[config.mk]
export PLATFORM = sky130hd
export DESIGN_NAME = sync_len_sum_frame_receiver_top
export DESIGN_NICKNAME = d
export VERILOG_FILES = /design/src/rtl/core/slfr_pkg.sv /design/src/rtl/core/sync_len_sum_frame_receiver_top.sv /design/src/rtl/core/slfr_parser.sv /design/src/rtl/core/slfr_out_reg.sv
export VERILOG_INCLUDE_DIRS = /design/src /design/src/rtl/core
export SDC_FILE = /design/constraint.sdc
export NUM_CORES = 1
export LEC_CHECK = 0
export BUFFER_PORTS_ARGS = -buffer_cell sky130_fd_sc_hd__buf_4
export CAP_MARGIN = 5
export CORE_ASPECT_RATIO = 1.25
export CORE_UTILIZATION = 50
export CTS_BUF_LIST = sky130_fd_sc_hd__clkbuf_4 sky130_fd_sc_hd__clkbuf_8
export CTS_CLUSTER_SIZE = 12
export DETAILED_ROUTE_END_ITERATION = 6
export PLACE_DENSITY = 0.82
export SLEW_MARGIN = 20
export SYNTH_ARGS = -nofsm -noshare
export SYNTH_HDL_FRONTEND = slang
export SYNTH_SLANG_ARGS = --single-unit
[constraint.sdc]
create_clock -name clk -period 3.6 [get_ports clk]
set_input_delay 0.72 -clock clk [delete_from_list [all_inputs] [get_ports clk]]
set_output_delay 0.72 -clock clk [all_outputs]
set_load 0.01 [all_outputs]
[src/rtl/core/sync_len_sum_frame_receiver_top_defines.svh]
// ----------------------------------------------------------------------------
// sync_len_sum_frame_receiver_top_defines
// assertion macros shared by the frame receiver rtl
// ----------------------------------------------------------------------------
`ifndef SYNC_LEN_SUM_FRAME_RECEIVER_TOP_DEFINES_SVH
`define SYNC_LEN_SUM_FRAME_RECEIVER_TOP_DEFINES_SVH

`ifndef NO_ASSERTIONS

// same-cycle implication
`define SLFR_ASSERT_IMPL(label, clk, rst_n, ante, cons) \
	label: assert property (@(posedge clk) disable iff (!rst_n) (ante) |-> (cons)) \
		else $error("slfr assertion failed");

// next-cycle implication
`define SLFR_ASSERT_NEXT(label, clk, rst_n, ante, cons) \
	label: assert property (@(posedge clk) disable iff (!rst_n) (ante) |=> (cons)) \
		else $error("slfr assertion failed");

`else

`define SLFR_ASSERT_IMPL(label, clk, rst_n, ante, cons)
`define SLFR_ASSERT_NEXT(label, clk, rst_n, ante, cons)

`endif

`endif

[src/rtl/core/slfr_pkg.sv]
// ----------------------------------------------------------------------------
// slfr_pkg
// types and codes shared by the frame receiver modules
// ----------------------------------------------------------------------------
package slfr_pkg;

	localparam int ByteW = 8;
	localparam int IdW   = 16;

	// configuration register indexes
	localparam logic [1:0] CFG_SYNC_BYTE   = 2'd0;
	localparam logic [1:0] CFG_ID_LIMIT    = 2'd1;
	localparam logic [1:0] CFG_TWO_BYTE_ID = 2'd2;

	localparam logic [ByteW-1:0] SYNC_BYTE_RST = 8'd170;
	localparam logic [ByteW-1:0] ID_LIMIT_RST  = 8'd255;

	typedef enum logic [2:0] {
		ST_HEADER  = 3'd0,
		ST_PAYLOAD = 3'd1,
		ST_GOOD    = 3'd2,
		ST_BADSUM  = 3'd3,
		ST_REJECT  = 3'd4
	} status_t;

	typedef enum logic [4:0] {
		PH_HUNT  = 5'b00001,
		PH_ID    = 5'b00010,
		PH_LEN   = 5'b00100,
		PH_DATA  = 5'b01000,
		PH_CHECK = 5'b10000
	} phase_t;

	typedef struct packed {
		logic [ByteW-1:0] sync_byte;
		logic [ByteW-1:0] id_limit;
		logic             two_byte_id;
	} cfg_t;

	typedef struct packed {
		status_t          status;
		logic [ByteW-1:0] payload_byte;
		logic [ByteW-1:0] payload_index;
		logic [IdW-1:0]   frame_id;
		logic [ByteW-1:0] frame_length;
	} result_t;

endpackage

[src/rtl/core/sync_len_sum_frame_receiver_top.sv]
// ----------------------------------------------------------------------------
// sync_len_sum_frame_receiver_top
// sync / id / length / checksum frame receiver, one status result per byte
// ----------------------------------------------------------------------------
//
// channel   dir  fields
// s_*       in   tdata[7:0] rx_byte
// m_*       out  tuser[2:0] status; tdata: payload_byte, payload_index,
//                frame_id, frame_length
// cfg_*     in   index 0 sync_byte, 1 id_limit, 2 two_byte_id
//
// one byte per cycle while the result register is not stalled; the result
// shows in the cycle after the request is taken, set by the result register
// arst_n puts the parser into sync hunt and loads the register defaults
// a stalled result holds in the result register; a new request is taken in
// the same cycle the held one drains
//
`include "sync_len_sum_frame_receiver_top_defines.svh"

module sync_len_sum_frame_receiver_top
	import slfr_pkg::*;
(
	input  logic             clk,
	input  logic             arst_n,
	// input stream
	input  logic             s_tvalid,
	output logic             s_tready,
	input  logic [7:0]       s_tdata,   // [7:0] rx_byte
	// output stream
	output logic             m_tvalid,
	input  logic             m_tready,
	output logic [2:0]       m_tuser,   // [2:0] status
	output logic [39:0]      m_tdata,   // [7:0] payload_byte, [15:8] payload_index,
	                                    // [31:16] frame_id, [39:32] frame_length
	// configuration writes
	input  logic             cfg_wr_en,
	input  logic [1:0]       cfg_index,
	input  logic [ByteW-1:0] cfg_data
);

	cfg_t    cfg_q;
	result_t parse_res;
	result_t out_res;
	logic    take;

	// configuration registers, write only, index beyond the list is dropped
	always_ff @(posedge clk or negedge arst_n) begin
		if (!arst_n) begin
			cfg_q.sync_byte   <= SYNC_BYTE_RST;
			cfg_q.id_limit    <= ID_LIMIT_RST;
			cfg_q.two_byte_id <= 1'b0;
		end else if (cfg_wr_en) begin
			unique case (cfg_index)
				CFG_SYNC_BYTE:   cfg_q.sync_byte   <= cfg_data;
				CFG_ID_LIMIT:    cfg_q.id_limit    <= cfg_data;
				CFG_TWO_BYTE_ID: cfg_q.two_byte_id <= cfg_data[0];
				default: begin
				end
			endcase
		end
	end

	// a request advances the frame state only when the result register takes it
	assign take = s_tvalid && s_tready;

	slfr_parser u_parser (
		.clk     (clk),
		.arst_n  (arst_n),
		.take    (take),
		.rx_byte (s_tdata),
		.cfg     (cfg_q),
		.res     (parse_res)
	);

	slfr_out_reg u_out_reg (
		.clk       (clk),
		.arst_n    (arst_n),
		.in_valid  (s_tvalid),
		.in_ready  (s_tready),
		.in_res    (parse_res),
		.out_valid (m_tvalid),
		.out_ready (m_tready),
		.out_res   (out_res)
	);

	// result packing, status travels as the sideband kind
	assign m_tuser = out_res.status;
	assign m_tdata = {out_res.frame_length, out_res.frame_id,
		out_res.payload_index, out_res.payload_byte};

endmodule

[src/rtl/core/slfr_parser.sv]
// ----------------------------------------------------------------------------
// slfr_parser
// frame state and per-byte next-state / status logic
// ----------------------------------------------------------------------------
`include "sync_len_sum_frame_receiver_top_defines.svh"

module slfr_parser
	import slfr_pkg::*;
(
	input  logic             clk,
	input  logic             arst_n,
	input  logic             take,
	input  logic [ByteW-1:0] rx_byte,
	input  cfg_t             cfg,
	output result_t          res
);

	phase_t           phase_q, phase_d;
	logic [ByteW-1:0] sum_q, sum_d;
	logic [IdW-1:0]   id_q, id_d;
	logic [ByteW-1:0] len_q, len_d;
	logic [ByteW-1:0] seen_q, seen_d;
	logic             hi_next_q, hi_next_d;
	logic [ByteW-1:0] seen_inc;
	logic [ByteW-1:0] sum_add;

	assign seen_inc = seen_q + 8'd1;
	assign sum_add  = sum_q + rx_byte;

	always_comb begin
		phase_d           = phase_q;
		sum_d             = sum_q;
		id_d              = id_q;
		len_d             = len_q;
		seen_d            = seen_q;
		hi_next_d         = hi_next_q;
		res.status        = ST_HEADER;
		res.payload_byte  = '0;
		res.payload_index = '0;
		unique case (phase_q)
			PH_HUNT: begin
				if (rx_byte == cfg.sync_byte) begin
					sum_d     = rx_byte;
					id_d      = '0;
					len_d     = '0;
					seen_d    = '0;
					hi_next_d = 1'b0;
					phase_d   = PH_ID;
				end
			end
			PH_ID: begin
				if (cfg.two_byte_id) begin
					sum_d = sum_add;
					if (!hi_next_q) begin
						id_d      = {8'd0, rx_byte};
						hi_next_d = 1'b1;
					end else begin
						id_d      = {rx_byte, id_q[ByteW-1:0]};
						hi_next_d = 1'b0;
						phase_d   = PH_LEN;
					end
				end else begin
					hi_next_d = 1'b0;
					id_d      = {8'd0, rx_byte};
					if (rx_byte < cfg.id_limit) begin
						sum_d   = sum_add;
						phase_d = PH_LEN;
					end else begin
						res.status = ST_REJECT;
						phase_d    = PH_HUNT;
					end
				end
			end
			PH_LEN: begin
				len_d   = rx_byte;
				sum_d   = sum_add;
				seen_d  = '0;
				phase_d = (rx_byte == 8'd0) ? PH_CHECK : PH_DATA;
			end
			PH_DATA: begin
				res.status        = ST_PAYLOAD;
				res.payload_byte  = rx_byte;
				res.payload_index = seen_q;
				sum_d             = sum_add;
				seen_d            = seen_inc;
				if (seen_inc >= len_q) begin
					phase_d = PH_CHECK;
				end
			end
			PH_CHECK: begin
				res.status = (sum_q == rx_byte) ? ST_GOOD : ST_BADSUM;
				phase_d    = PH_HUNT;
			end
			default: begin
				phase_d = PH_HUNT;
			end
		endcase
		res.frame_id     = id_d;
		res.frame_length = len_d;
	end

	always_ff @(posedge clk or negedge arst_n) begin
		if (!arst_n) begin
			phase_q   <= PH_HUNT;
			sum_q     <= '0;
			id_q      <= '0;
			len_q     <= '0;
			seen_q    <= '0;
			hi_next_q <= 1'b0;
		end else if (take) begin
			phase_q   <= phase_d;
			sum_q     <= sum_d;
			id_q      <= id_d;
			len_q     <= len_d;
			seen_q    <= seen_d;
			hi_next_q <= hi_next_d;
		end
	end

	// a frame end or a rejected id always drops back to hunting
	`SLFR_ASSERT_NEXT(a_end_hunt, clk, arst_n,
		take && (res.status == ST_REJECT || res.status == ST_GOOD ||
		res.status == ST_BADSUM), phase_q == PH_HUNT)
	// payload count stays below the declared length while in the data phase
	`SLFR_ASSERT_IMPL(a_data_count, clk, arst_n, phase_q == PH_DATA, seen_q < len_q)
	// payload fields are zero outside payload results
	`SLFR_ASSERT_IMPL(a_payload_zero, clk, arst_n, res.status != ST_PAYLOAD,
		res.payload_byte == 8'd0 && res.payload_index == 8'd0)

endmodule

[src/rtl/core/slfr_out_reg.sv]
// ----------------------------------------------------------------------------
// slfr_out_reg
// result register between the parser and the output stream
// ----------------------------------------------------------------------------
`include "sync_len_sum_frame_receiver_top_defines.svh"

module slfr_out_reg
	import slfr_pkg::*;
(
	input  logic    clk,
	input  logic    arst_n,
	input  logic    in_valid,
	output logic    in_ready,
	input  result_t in_res,
	output logic    out_valid,
	input  logic    out_ready,
	output result_t out_res
);

	logic    valid_q;
	result_t res_q;

	// register can refill in the same cycle it is drained
	assign in_ready  = !valid_q || out_ready;
	assign out_valid = valid_q;
	assign out_res   = res_q;

	always_ff @(posedge clk or negedge arst_n) begin
		if (!arst_n) begin
			valid_q <= 1'b0;
		end else if (in_ready) begin
			valid_q <= in_valid;
		end
	end

	always_ff @(posedge clk) begin
		if (in_valid && in_ready) begin
			res_q <= in_res;
		end
	end

	// a held result is never overwritten
	`SLFR_ASSERT_NEXT(a_no_overwrite, clk, arst_n, valid_q && !out_ready,
		valid_q && res_q == $past(res_q))

endmodule

==> flow_summary.toml <==
[routing]
drtIter0Drc = 211
firstDrtPassIters = 4
routedWlPerCell_um = 17.3
wl_met3_um = 589
top_layer = "met4"
vias = 3594
antenna_left = 0
viasPerCell = 5.74
wl_um = 10800
met1Wirelength_um = 4550
drc = 0
dr_wl_met2_um = 5350

[setup_path]
worstPathRequired_ns = 3.88
worst-path-max-fanout = 6
worstPathCellList = "ha_1 -> nand3_1 -> nor3_1 -> xnor2_1 -> ha_1 -> a21oi_1 -> nor2b_1 -> a2111oi_0 -> a211oi_2 -> mux2_2"
crit_slowest_cell = "a2111oi_0"
start_kind = "register"
crit_path_max_incr_delay_ns = 0.57
worst_path_most_repeated_cell = "ha_1"
endpoint_kind = "register"
path_class = "register to register"
critPathArrivalTime_ns = 3.24

[yosys]
syn_nets = 479
ys_types = 53
synth_top_area_share = 0.244
ys_async_sr_fraction = 0.598
synth_area_leader_cell = "edfxtp_1"
synthTopCellsByArea = "edfxtp_1 (24%), dfrtp_1 (24%), mux2_2 (7.7%)"
syn_inst = 432
synth.yosys.seq_area_share = 0.550
ys_ff_latch = 107
syn_area_um2 = 5290
ys_dominant_reg_cell = "dfrtp_1"
ys_warn_count = 0
synth_edf_count = 43
syn_area_per_cell_um2 = 12.2

[placed_design]
io_buffers = 67
place_inst = 610
place.gp.congestion = 0.835
post-dp-hpwl_um = 7650

[global_routing]
grt_max_degree = 65
antenna_found_initial = 0
grt_use_total = 0.210
grt_first_pass_wirelength_um = 17300
grt_pass1_vias = 3541
overflow = 0

[floorplan]
start_util = 0.518
core-area_um2 = 10200
dieWidth_um = 94.0
io_pins = 68
die_h_um = 117
rows = 41
die_area_um2 = 11000

[clocking]
clock_latency_ns = 0.38
cts_sinks = 107
clock_path_buffers = 2
post_cts_buffers = 0
cts-buffers-inserted = 9
htree_levels = 3
ctsHoldBuffers = 0
cts-root-buf = "clkbuf_8"
cts_resized = 0
cts_tree = "yes"
path_clk_slew_ns = 0.10

[cells_and_area]
final_cells = 626
drive_gt1_frac = 0.296
n_fill_cell = 825
diodes = 0
area_growth_syn_to_layout_pct = 15.0
nNetsFinal = 539

[sta]
fin_crit_sh = 0.824
fmax_mhz = 337
setup_viol = 0
tightest_slew_ns = 0.841
rsz0062_at_grt = "false"
min_period_ns = 2.96
finalHoldViolCount = 0
slew_headroom = 0.439
slew_viol_final = 0
clock_skew_ns = 0.00839
setup_tns_ns = 0

[job]
maxCapViolCount = 0

[power]
p_per_area_nw_per_um2 = 684
vdd_drop_max_mv = 0.318
leakagePower_nw = 2.70

[worst_hold_path]
hp-class = "primary input to async pin"

[run_status]
status = "complete, no violations"
## critical path, delay by kind of cell, from the launching register on
kind | cells | cell delay [ns]
adder cells (fa/ha/maj) | 2 | 0.52
AND/OR/NAND/NOR | 3 | 0.40
multiplexers | 1 | 0.32
XOR/XNOR | 1 | 0.19
flip-flops | 1 | 0.46
AO/OA/AOI/OAI | 3 | 0.98
## registers in the layout, summed over array words and instances, names as in the netlist
register	cells
u_out_reg.out_res	43
cfg_q	17
u_parser.id_q	16
u_parser.len_q	8
u_parser.seen_q	8
u_parser.sum_q	8
u_parser.phase_q	5
u_out_reg.out_valid	1
u_parser.hi_next_q	1
## metal layers
metal	vias up	GRT usage
met5	-	0
met4	0	0.0913
met3	24	0.0420
met2	118	0.349
met1	1764	0.268
li1	1688	-
## final timing paths
kind / startpoint / to / slack [ns] / cells after the start
worst max-delay path: u_parser.seen_q[0]$_DFFE_PN0P_ / u_parser.phase_q[4]$_DFFE_PN0P_ / 0.64 / 10
worst min-delay path: arst_n / u_parser.sum_q[6]$_DFFE_PN0P_ / 0.41 / 1
worst max register to register: u_parser.seen_q[0]$_DFFE_PN0P_ / u_parser.phase_q[4]$_DFFE_PN0P_ / 0.64 / 10
worst min register to register: u_parser.id_q[4]$_DFFE_PN0P_ / u_parser.id_q[4]$_DFFE_PN0P_ / 0.51 / 1
max in group asynchronous: arst_n / u_parser.id_q[11]$_DFFE_PN0P_ / 2.62 / 1
min in group clk: u_parser.id_q[4]$_DFFE_PN0P_ / u_parser.id_q[4]$_DFFE_PN0P_ / 0.51 / 1
## synth_stat cells (5+ instances only)
library cell and instances:
xor2_1 12, o21ai_0 9, edfxtp_1 43, dfstp_2 13, nor2_1 18, nand2_1 27
mux2_2 36, clkbuf_1 15, and2_1 11, a22o_1 40, mux2i_1 8, a21oi_1 7
dfrtp_1 51, nand2b_1 5, buf_2 5, inv_1 27, ha_1 23, nand3_1 11
nor4_1 5, nor3_1 9, xnor2_1 6
## layout make-up
class                   instances  area, um2  area share
inverters                      27        101      0.0167
multi-input cells             276       2170       0.357
flip-flops and latches        107       2910       0.479
well taps                     129        161      0.0266
clock inverters                 6       70.1      0.0115
repair buffers                 71        533      0.0877
clock buffers                  10        131      0.0216
## cell families (layout without fill, tap and decap cells)
family                     after synthesis  in the layout  share of synthesized area
AOI/OAI and AO/OA                       79             79                      0.119
xor gates and xnor gates                18             18                     0.0298
adders and majority gates               24             24                     0.0582
buffers and inverters                   49            114                     0.0388
DFF                                    107            107                      0.550
muxes                                   44             44                     0.0918
and+or+nand+nor                        111            111                      0.112
## placed cells by master (no fill, tap or decap), types with 2 or more instances in the layout
master / n
nand2b_1: 5
mux2i_1: 8
and3_1: 4
mux2_2: 36
a21o_1: 3
or2_2: 2
and2_1: 11
o21a_1: 4
nor2_1: 18
inv_1: 26
o21ai_0: 9
dfrtp_1: 51
dfstp_2: 13
nand2_1: 27
o31ai_1: 3
nand3b_1: 2
inv_4: 2
clkbuf_8: 9
o2111ai_1: 2
nand3_1: 11
xor2_1: 12
nor4_1: 5
o31a_1: 2
edfxtp_1: 43
nor3b_1: 2
ha_1: 23
nor3_1: 9
xnor2_1: 6
buf_4: 71
a22o_1: 40
or4_1: 2
nor2b_1: 3
a21oi_1: 7
## power by group
part	internal (mW)	total [mW]	switching, mW
sequential	1.65	1.86	0.216
combinational	0.750	1.54	0.790
clock	0.338	0.757	0.419
total	2.74	4.16	1.42
## per-stage QoR
stage | setup WS, ns | instance area, um2 | utilization | power, mW | hold WS, ns
detailed placement | 0.679 | 5880 | 0.576 | 3.42 | 0.482
global route | 0.411 | 6080 | 0.595 | 4.42 | 0.481
global placement | 0.671 | 5880 | 0.576 | 3.35 | 0.483
floorplan | 0.433 | 5290 | - | 2.99 | 0.424
CTS | 0.655 | 6080 | 0.595 | 4.18 | 0.452
finish | 0.635 | 6080 | 0.595 | 4.16 | 0.410
No activity file was read; power rests on OpenSTA's default activity.
